$ cat src/hw/rtl/hlt_pkg.sv
// Shared constants, codes and types of the handle list table.
package hlt_pkg;

  localparam int CAPACITY    = 64;
  localparam int HANDLE_BITS = 32;

  // Port widths fixed by the interface.
  localparam int IN_HANDLE_W = 32;
  localparam int POS_W       = 6;
  localparam int COUNT_W     = 7;

  // Stored key width: low HANDLE_BITS bits of the handle port.
  localparam int KEY_W = (HANDLE_BITS < IN_HANDLE_W) ? HANDLE_BITS : IN_HANDLE_W;
  localparam int IDX_W = $clog2(CAPACITY);
  localparam int CNT_W = $clog2(CAPACITY + 1);

  typedef logic [1:0]       action_t;
  typedef logic [1:0]       status_t;
  typedef logic [KEY_W-1:0] key_t;
  typedef logic [IDX_W-1:0] idx_t;
  typedef logic [CNT_W-1:0] cnt_t;

  localparam action_t ACT_ADD    = 2'd0;
  localparam action_t ACT_REMOVE = 2'd1;
  localparam action_t ACT_LOOKUP = 2'd2;
  localparam action_t ACT_CLEAR  = 2'd3;

  localparam status_t ST_OK      = 2'd0;
  localparam status_t ST_FULL    = 2'd1;
  localparam status_t ST_MISSING = 2'd2;

endpackage

$ cat src/hw/rtl/handle_list_table_unit.sv
// Handle list table: compact list of handles with add, remove, lookup and clear.
//
// The block keeps up to CAPACITY handles packed in insertion order in one
// single-port-write, registered-read memory, plus a fill count. Each input
// word yields exactly one result word. Add and clear go from acceptance
// straight to the done state, which loads the output register. Lookup walks
// the memory one entry per cycle from the bottom and stops at the first match
// or at the last filled entry. Remove does the same walk up to the first match
// and then moves every later entry down one place, one read and one write per
// cycle through the memory port.
// One operation is in flight at a time; the result sits in an output register,
// so the next word is taken while an earlier result still waits for out_ready.
// Entries at or above the fill count never affect a result, so the memory
// needs no clearing after reset. Only the low HANDLE_BITS bits of a handle are
// stored and compared.
module handle_list_table_unit
  import hlt_pkg::*;
(
  input  logic                   clk,
  input  logic                   rst_n,

  input  logic                   in_valid,
  output logic                   in_ready,
  input  logic [1:0]             in_action,
  input  logic [IN_HANDLE_W-1:0] in_handle,

  output logic                   out_valid,
  input  logic                   out_ready,
  output logic [1:0]             out_status,
  output logic                   out_found,
  output logic [POS_W-1:0]       out_position,
  output logic [COUNT_W-1:0]     out_entry_count
);

  // Sequencer states.
  localparam logic [1:0] S_IDLE   = 2'd0;
  localparam logic [1:0] S_SEARCH = 2'd1;
  localparam logic [1:0] S_SHIFT  = 2'd2;
  localparam logic [1:0] S_DONE   = 2'd3;

  logic [1:0]   state_r, state_nxt;
  cnt_t         fill_r, fill_nxt;
  idx_t         ptr_r, ptr_nxt;          // entry whose data sits in mem_rdata_r while searching
  action_t      act_r, act_nxt;
  key_t         key_r, key_nxt;

  status_t      res_status_r, res_status_nxt;
  logic         res_found_r, res_found_nxt;
  idx_t         res_pos_r, res_pos_nxt;

  logic               out_valid_r, out_valid_nxt;
  status_t            out_status_r, out_status_nxt;
  logic               out_found_r, out_found_nxt;
  logic [POS_W-1:0]   out_pos_r, out_pos_nxt;
  logic [COUNT_W-1:0] out_count_r, out_count_nxt;

  // List storage.
  key_t mem [CAPACITY];
  key_t mem_rdata_r;
  logic mem_we;
  idx_t mem_waddr;
  key_t mem_wdata;
  idx_t mem_raddr;

  logic in_fire;
  key_t in_key;
  cnt_t ptr_ext_inc;

  assign in_ready    = (state_r == S_IDLE);
  assign in_fire     = in_valid && in_ready;
  assign in_key      = in_handle[KEY_W-1:0];
  assign ptr_ext_inc = CNT_W'(ptr_r) + CNT_W'(1);

  // Read address runs one entry ahead in the search and two ahead in the
  // shift, so the next entry is already registered when it is needed.
  always_comb begin
    case (state_r)
      S_SEARCH: mem_raddr = ptr_r + IDX_W'(1);
      S_SHIFT:  mem_raddr = ptr_r + IDX_W'(2);
      default:  mem_raddr = '0;
    endcase
  end

  always_ff @(posedge clk) begin
    if (mem_we) begin
      mem[mem_waddr] <= mem_wdata;
    end
    mem_rdata_r <= mem[mem_raddr];
  end

  always_comb begin
    state_nxt      = state_r;
    fill_nxt       = fill_r;
    ptr_nxt        = ptr_r;
    act_nxt        = act_r;
    key_nxt        = key_r;
    res_status_nxt = res_status_r;
    res_found_nxt  = res_found_r;
    res_pos_nxt    = res_pos_r;
    out_valid_nxt  = out_valid_r && !out_ready;
    out_status_nxt = out_status_r;
    out_found_nxt  = out_found_r;
    out_pos_nxt    = out_pos_r;
    out_count_nxt  = out_count_r;
    mem_we         = 1'b0;
    mem_waddr      = ptr_r;
    mem_wdata      = mem_rdata_r;

    unique case (state_r)
      S_IDLE: begin
        if (in_fire) begin
          act_nxt        = in_action;
          key_nxt        = in_key;
          ptr_nxt        = '0;
          res_status_nxt = ST_OK;
          res_found_nxt  = 1'b0;
          res_pos_nxt    = '0;
          state_nxt      = S_DONE;
          case (in_action) inside
            ACT_ADD: begin
              if (fill_r == CNT_W'(CAPACITY)) begin
                // Drop the handle; the list is full.
                res_status_nxt = ST_FULL;
              end else begin
                mem_we    = 1'b1;
                mem_waddr = fill_r[IDX_W-1:0];
                mem_wdata = in_key;
                fill_nxt  = fill_r + CNT_W'(1);
              end
            end
            ACT_REMOVE, ACT_LOOKUP: begin
              if (fill_r == '0) begin
                res_status_nxt = ST_MISSING;
              end else begin
                // Entry zero is read this cycle.
                state_nxt = S_SEARCH;
              end
            end
            default: begin
              fill_nxt = '0;
            end
          endcase
        end
      end

      S_SEARCH: begin
        if (mem_rdata_r == key_r) begin
          res_found_nxt = 1'b1;
          res_pos_nxt   = ptr_r;
          state_nxt     = (act_r == ACT_REMOVE) ? S_SHIFT : S_DONE;
        end else if (ptr_ext_inc == fill_r) begin
          res_status_nxt = ST_MISSING;
          state_nxt      = S_DONE;
        end else begin
          ptr_nxt = ptr_r + IDX_W'(1);
        end
      end

      S_SHIFT: begin
        // mem_rdata_r holds the entry just above ptr_r.
        mem_we    = 1'b1;
        mem_waddr = ptr_r;
        if (ptr_ext_inc < fill_r) begin
          mem_wdata = mem_rdata_r;
          ptr_nxt   = ptr_r + IDX_W'(1);
        end else begin
          // Zero the freed top slot and shrink the list.
          mem_wdata = '0;
          fill_nxt  = fill_r - CNT_W'(1);
          state_nxt = S_DONE;
        end
      end

      S_DONE: begin
        if (!out_valid_r || out_ready) begin
          out_valid_nxt  = 1'b1;
          out_status_nxt = res_status_r;
          out_found_nxt  = res_found_r;
          out_pos_nxt    = POS_W'(res_pos_r);
          out_count_nxt  = COUNT_W'(fill_r);
          state_nxt      = S_IDLE;
        end
      end

      default: begin
        state_nxt = S_IDLE;
      end
    endcase
  end

  always_ff @(posedge clk) begin
    if (!rst_n) begin
      state_r     <= S_IDLE;
      fill_r      <= '0;
      out_valid_r <= 1'b0;
    end else begin
      state_r     <= state_nxt;
      fill_r      <= fill_nxt;
      out_valid_r <= out_valid_nxt;
    end
  end

  // Payload and working registers: no reset needed.
  always_ff @(posedge clk) begin
    ptr_r        <= ptr_nxt;
    act_r        <= act_nxt;
    key_r        <= key_nxt;
    res_status_r <= res_status_nxt;
    res_found_r  <= res_found_nxt;
    res_pos_r    <= res_pos_nxt;
    out_status_r <= out_status_nxt;
    out_found_r  <= out_found_nxt;
    out_pos_r    <= out_pos_nxt;
    out_count_r  <= out_count_nxt;
  end

  assign out_valid       = out_valid_r;
  assign out_status      = out_status_r;
  assign out_found       = out_found_r;
  assign out_position    = out_pos_r;
  assign out_entry_count = out_count_r;

endmodule

$ cat config.mk
export PLATFORM = sky130hd
export DESIGN_NAME = handle_list_table_unit
export DESIGN_NICKNAME = d
export VERILOG_FILES = /design/src/hw/rtl/hlt_pkg.sv /design/src/hw/rtl/handle_list_table_unit.sv
export SDC_FILE = /design/constraint.sdc
export NUM_CORES = 2
export LEC_CHECK = 0
export ABC_AREA = 1
export BUFFER_PORTS_ARGS = -buffer_cell sky130_fd_sc_hd__buf_2
export CAP_MARGIN = 20
export CORE_MARGIN = 10
export CORE_UTILIZATION = 35
export CTS_CLUSTER_DIAMETER = 200
export CTS_CLUSTER_SIZE = 40
export DETAILED_ROUTE_END_ITERATION = 8
export GPL_TIMING_DRIVEN = 0
export PLACE_DENSITY = 0.6
export SLEW_MARGIN = 20
export SYNTH_ARGS = -nofsm -noshare
export SYNTH_HDL_FRONTEND = slang
export SYNTH_SLANG_ARGS = --single-unit
$ cat constraint.sdc
create_clock -name clk -period 10.63 [get_ports clk]
set_input_delay 1.063 -clock clk [delete_from_list [all_inputs] [get_ports clk]]
set_output_delay 1.063 -clock clk [all_outputs]
set_load 0.05 [all_outputs]
-- Word-level counts from Yosys, hierarchy flattened
Memories as Yosys holds them, arrays and structs flattened. A register that Yosys moved wholly into a read port is not among the register bits.
Cells that the tools add are included.
Widths: inputs -> output; s select.
- logic and storage cells: 111
- memories kept: 1
- register bits: 75
- output and inout port bits: 18
- bits of input ports: 38
- RAM bits: 2048
- add/subtract/negate cells: 5
- order comparisons: 1
- equal/unequal tests: 20
- reductions and logical operators: 19
- mux-type cells: 52
- memory list (memory ; depth ; bits a word ; rd ports ; clocked after Yosys merged registers in ; wr ports ; line ; source):
    mem ; 64 ; 32 ; 1 ; 1 ; 1 ; handle_list_table_unit.sv:58 ; key_t mem [CAPACITY];
- operator list (cell ; count):
    $mux 32 ; 4
    $pmux 32 s2 ; 1
    $mux 6 ; 9
    $mux 7 ; 5
    $eq 32x32->1 ; 1
    $mux 2 ; 14
    $pmux 6 s2 ; 2
    $pmux 6 s3 ; 1
    $ne 2x2->1 const B ; 7
    $pmux 7 s2 ; 1
    $mux 1 ; 11
    $reduce_and 5->1 ; 2
    $ne 3x3->1 const B ; 3
    $pmux 2 s4 ; 1
    $reduce_and 4->1 ; 2
    $add 6x1->7 const B ; 1
    $add 7x1->7 const B ; 1
    $eq 7x7->1 ; 1
    $eq 7x7->1 const B ; 1
    $logic_not 7->1 ; 1
    $lt 7x7->1 ; 1
    $sub 7x1->7 const B ; 1
    $add 6x1->6 const B ; 1
    $add 6x2->6 const B ; 1
    other kinds (14) ; 24

-- Depth between registers and ports, before layout
- depth in word-level cells: 7
- depth in mapped cells: 17
- depth with buffers taken out: 16

-- Least setup slack after synthesis
Ideal clock, no wire load.
- path type: reg2reg
- start point: register ptr_r[0]
- end point: memory mem[0][0] in the netlist's numbering, data pin
- arrival: 4517 ps
- required time: 9928 ps
- buffers on the path: 1
- setup slack: 5412 ps
- library setup time: 702 ps
- clock period less this slack: 5218 ps
- cell stages (with the launch flop): 13
- cell sequence: edfxtp_1 ha_1 inv_1 nand2_1 nand2_1 inv_1 ha_1 a21o_1 o21ai_0 nand3_1 o21a_1 clkbuf_1 o21ai_0
- cells in the longest elaborated chain, start to end: 4
- RTL lines (item ; line ; source):
    start: declaration ; handle_list_table_unit.sv:43 ; idx_t ptr_r, ptr_nxt;
    start signal: assignment ; handle_list_table_unit.sv:205 ; ptr_r <= ptr_nxt;
    $add 6x1->7 ; handle_list_table_unit.sv:72 ; assign ptr_ext_inc = CNT_W'(ptr_r) + CNT_W'(1);
    via ptr_ext_inc[2] ; handle_list_table_unit.sv:67 ; cnt_t ptr_ext_inc;
    $lt 7x7->1 ; handle_list_table_unit.sv:163 ; if (ptr_ext_inc < fill_r) begin
    $mux 32 ; handle_list_table_unit.sv:163 ;
    $pmux 32 s2 ; handle_list_table_unit.sv:109 ; unique case (state_r)
    via mem_wdata[0] ; handle_list_table_unit.sv:62 ; key_t mem_wdata;
    end: declaration ; handle_list_table_unit.sv:58 ;
The timed path passes the listed nets, and every way through them passes these cells.

-- Worst setup path in the final report
- start point: register state_r[1]
- end point: register mem_rdata_r[27] (read register of mem)
- cells in the longest elaborated chain, start to end: 2
- elaborated cells on any way between the ends: 3
- those cells by class: eq/ne (2); mux (1)
- RTL lines (item ; line ; source):
    start: declaration ; handle_list_table_unit.sv:41 ; logic [1:0] state_r, state_nxt;
    start signal: assignment ; handle_list_table_unit.sv:197 ; state_r <= state_nxt;
    $eq 2x2->1 or $eq 2x1->1 (tied branches) ; handle_list_table_unit.sv:77 ; case (state_r)
    $pmux 6 s2 (*) ; handle_list_table_unit.sv:77 ;
    end: declaration ; handle_list_table_unit.sv:59 ; key_t mem_rdata_r;
Mark *: on every way between the ends. The rest lies on a longest branch, timed or not.
A chain may end at the register's enable or synchronous reset.

==> impl_results.md <==
* Count leader, synth: nand2_1
* Total wire length at 358,000 microns
* WL/cell at 30.7 microns
* Die area at 277,000 sq um
* Area of the multi-input gates at 21,500 sq um
* Largest net degree at the start of global routing at 42
* CTS Buf Count at 59
* Hold Vio Cnt, Final at 0
* Most frequent CP cell: nand3_1
* Number of synthesized register bits at 2,155
* Clock latency on the worst-skew pair at 0.86 ns
* CP bufs+invs at 5
* DR vias at 65,300
* Status: complete, no violations
* H-tree level count at 2
* CTS resizes at 0
* Setup crit start kind: flip-flop
* EDFF count, synth at 2,113
* Cells on worst reg2reg path at 13
* CP endpoint kind: flip-flop
* Clock skew at 0.0352 ns
* Max-cap violations at 0
* Cell family with most CP delay: buffers and inverters
* Post-DP Area at 101,000 sq um
* Max VDD drop at 0.244 mV
* P_leak at 0.0382 uW
* Initial antenna violation count at 26
* Flop2flop setup slack at 5.11 ns
* Sequential cell area at 64,300 sq um
* Remaining antenna violation count at 0
* Ratio of cells with drive above 1 in the final layout at 9.43%
* Tot Pwr at 34,900 uW
* Hold Path Class: input pin to flip-flop
* CTS clk-pin slew, worst paths at 0.16 ns
* Critical R2R Launch: state_r[1]
* Kind of critical path: flip-flop to flip-flop
* Yosys top cell by area: edfxtp_1
* Crit-path cells: inv_1, ha_1, buf_2, inv_1, o21ai_0, nand2_1, clkbuf_1, clkbuf_1, nand3_1, nand3_1, nand3_1, nand3_1, nand2_1
* RR Endpoint: mem_rdata_r[27]
* Final Max Slew Viols at 0
* Drt initial violations at 11,400
* GRT Resource Usage Total at 24.7%
* WP data arrival at 6.22 ns
* Post-synthesis sequential area ratio at 71.5%
* Vias in the first global route at 59,400
* RSZ-0062 raised after global routing: false
* Clock sink total at 2,155
* Post-Synthesis Cell Area at 89,900 sq um
* Worst slew pin tran at 1.33 ns
* Max Root-Sink Buffers at 3
* Syn Inst Count at 7,908
* Largest cells by area after synthesis: edfxtp_1 71%, nand2_1 11%, nand3_1 5.7%
* Pwr dens at 340 nW/um^2
* Core area at 255,000 sq um
* Hold EP: key_r[18]
* Syn_area_per_cell at 11.4 sq um
* DRT Pass-1 Iters at 9
* Yosys warns at 0
* F_max at 0.181 GHz
* Max FO, Critical Path at 10
* Final hold slack at 0.401 ns
* Post-synth ARST share at 0%
* # rows at 185
* Hold Startpoint: in_handle[18]
* Post-route DRC at 0
* Layout Cells excl Fill at 11,700
* Tmin final at 5.52 ns
* Syn nets at 7,962
* Fin area at 103,000 sq um
* Input/output buffers at 54
* CTS tree: built
* Dpl cells at 11,600
* Syn-to-layout area delta at 14.3%
* Via density at 5.59
* Synth top cells by count: 2,608 x nand2_1, 2,113 x edfxtp_1, 1,021 x nand3_1
* Hold depth at 1
* Final worst-path cycle share at 51.9%
* Critical Path RT at 11.33 ns
* Post-DP HPWL at 269,000 microns
* Library cells used by synthesis at 33
* Routability cong. at 0.986
* Hold_buf cts at 0
* Filler Cells Inserted at 23,900
* Crit path max-delay cell type: clkbuf_1
* Die Width at 527 microns
* Clk root buf: clkbuf_16
* First-pass GRT wire length at 485,000 microns
* Max_slew headroom at 11.1%
* Setup bufs post-CTS at 0
* Die height at 527 microns
* Final net count at 8,324
* Starting Density at 35.3%
* Critical Path Max Stage Delay at 1.05 ns
* Final setup violating endpoints at 0
* Top Ports at 56
* Post-layout util at 40.3%
* Share of the synthesized area in the top cell type at 70.6%
* Top_reg_cell synth: edfxtp_1
* Total grt overflow at 0
[cell usage in the layout (no fill, tap or decap), drive strengths merged]
cell type / instances
edfxtp: 2113
ha: 16
nor2: 145
nand3: 1021
dfxtp: 42
or2: 1
clkinvlp: 1
o21a: 1
xor2: 8
nand2: 2612
buf: 611
inv: 754
clkbuf: 235
nand4: 12
o22ai: 2
o21ai: 234
clkinv: 1
diode: 17
a21o: 2
o211ai: 415
nor3: 4
xnor2: 21
nor3b: 1
a21oi: 42
[worst register-to-register path, stage by stage (launching register included)]
cell and delay [ns]:
dfxtp_1 0.43, inv_1 0.09, ha_1 0.21, buf_2 0.18, inv_1 0.21, o21ai_0 0.13, nand2_1 0.81, clkbuf_1 0.89
clkbuf_1 1.05, nand3_1 0.38, nand3_1 0.18, nand3_1 0.37, nand3_1 0.30, nand2_1 0.15
[kinds of logic (layout without fill, tap and decap cells)]
group / Yosys count / after routing / synth area share (%)
compound gates: 696 / 696 / 5.07
flops: 2155 / 2155 / 71.5
xor+xnor: 29 / 29 / 0.283
simple gates: 3796 / 3796 / 17.4
fa+ha+maj: 16 / 16 / 0.223
other cells: 0 / 17 / 0
buf+inv: 1216 / 1602 / 5.54
[layer usage]
layer	GRT usage, %	vias to the layer above	part of all wire, %
li1	-	27700	-
met1	33.1	32200	37
met2	36.7	4600	43
met3	6.07	755	13
met4	13.9	8	6.8
met5	0	-	0.018
[how the worst max path moves through the flow]
| stage | slack (ns) | cells past startpoint | endpoint | start |
|---|---|---|---|---|
| after global routing | 5.34 | 13 | mem_rdata_r[26] | state_r[1] |
| after global placement | -2.25 | 14 | mem[0][8] | ptr_r[1] |
| after floorplan | 5.41 | 12 | mem[0][0] | ptr_r[0] |
| final | 5.11 | 13 | mem_rdata_r[27] | state_r[1] |
| after detailed placement | 5.61 | 13 | mem_rdata_r[26] | state_r[1] |
| after CTS | 5.56 | 13 | mem_rdata_r[26] | state_r[1] |
[power breakdown]
group | internal [uW] | switching, uW
sequential | 12200 | 183
clock | 1040 | 2500
combinational | 4740 | 14300
[sequential cells by signal (all words and copies together) (netlist names), 2 cells and up]
signal,count
fill_r,7
res_pos_r,6
out_status,2
res_status_r,2
mem,2048
ptr_r,6
act_r,2
mem_rdata_r,32
state_r,2
out_position,6
key_r,32
out_entry_count,7
[area by class of cell]
class | count | share of cell area (%)
clock buffers | 83 | 1.52
plain buffers | 462 | 2.10
clock inverters | 2 | 0.0158
well taps | 3366 | 4.10
diodes | 17 | 0.0414
multi-input cells | 4537 | 20.9
inverters | 754 | 2.75
repair buffers | 301 | 6.02
flip-flops and latches | 2155 | 62.6
[metrics by stage]
| step | TNS (ns) | setup WS, ns |
|---|---|---|
| floorplan | 0 | 5.41 |
| global placement | -2797.48 | -2.25 |
| detailed placement | 0 | 5.61 |
| CTS | 0 | 5.56 |
| global route | 0 | 5.34 |
| finish | 0 | 5.11 |
(Power assumes the default switching activity.)
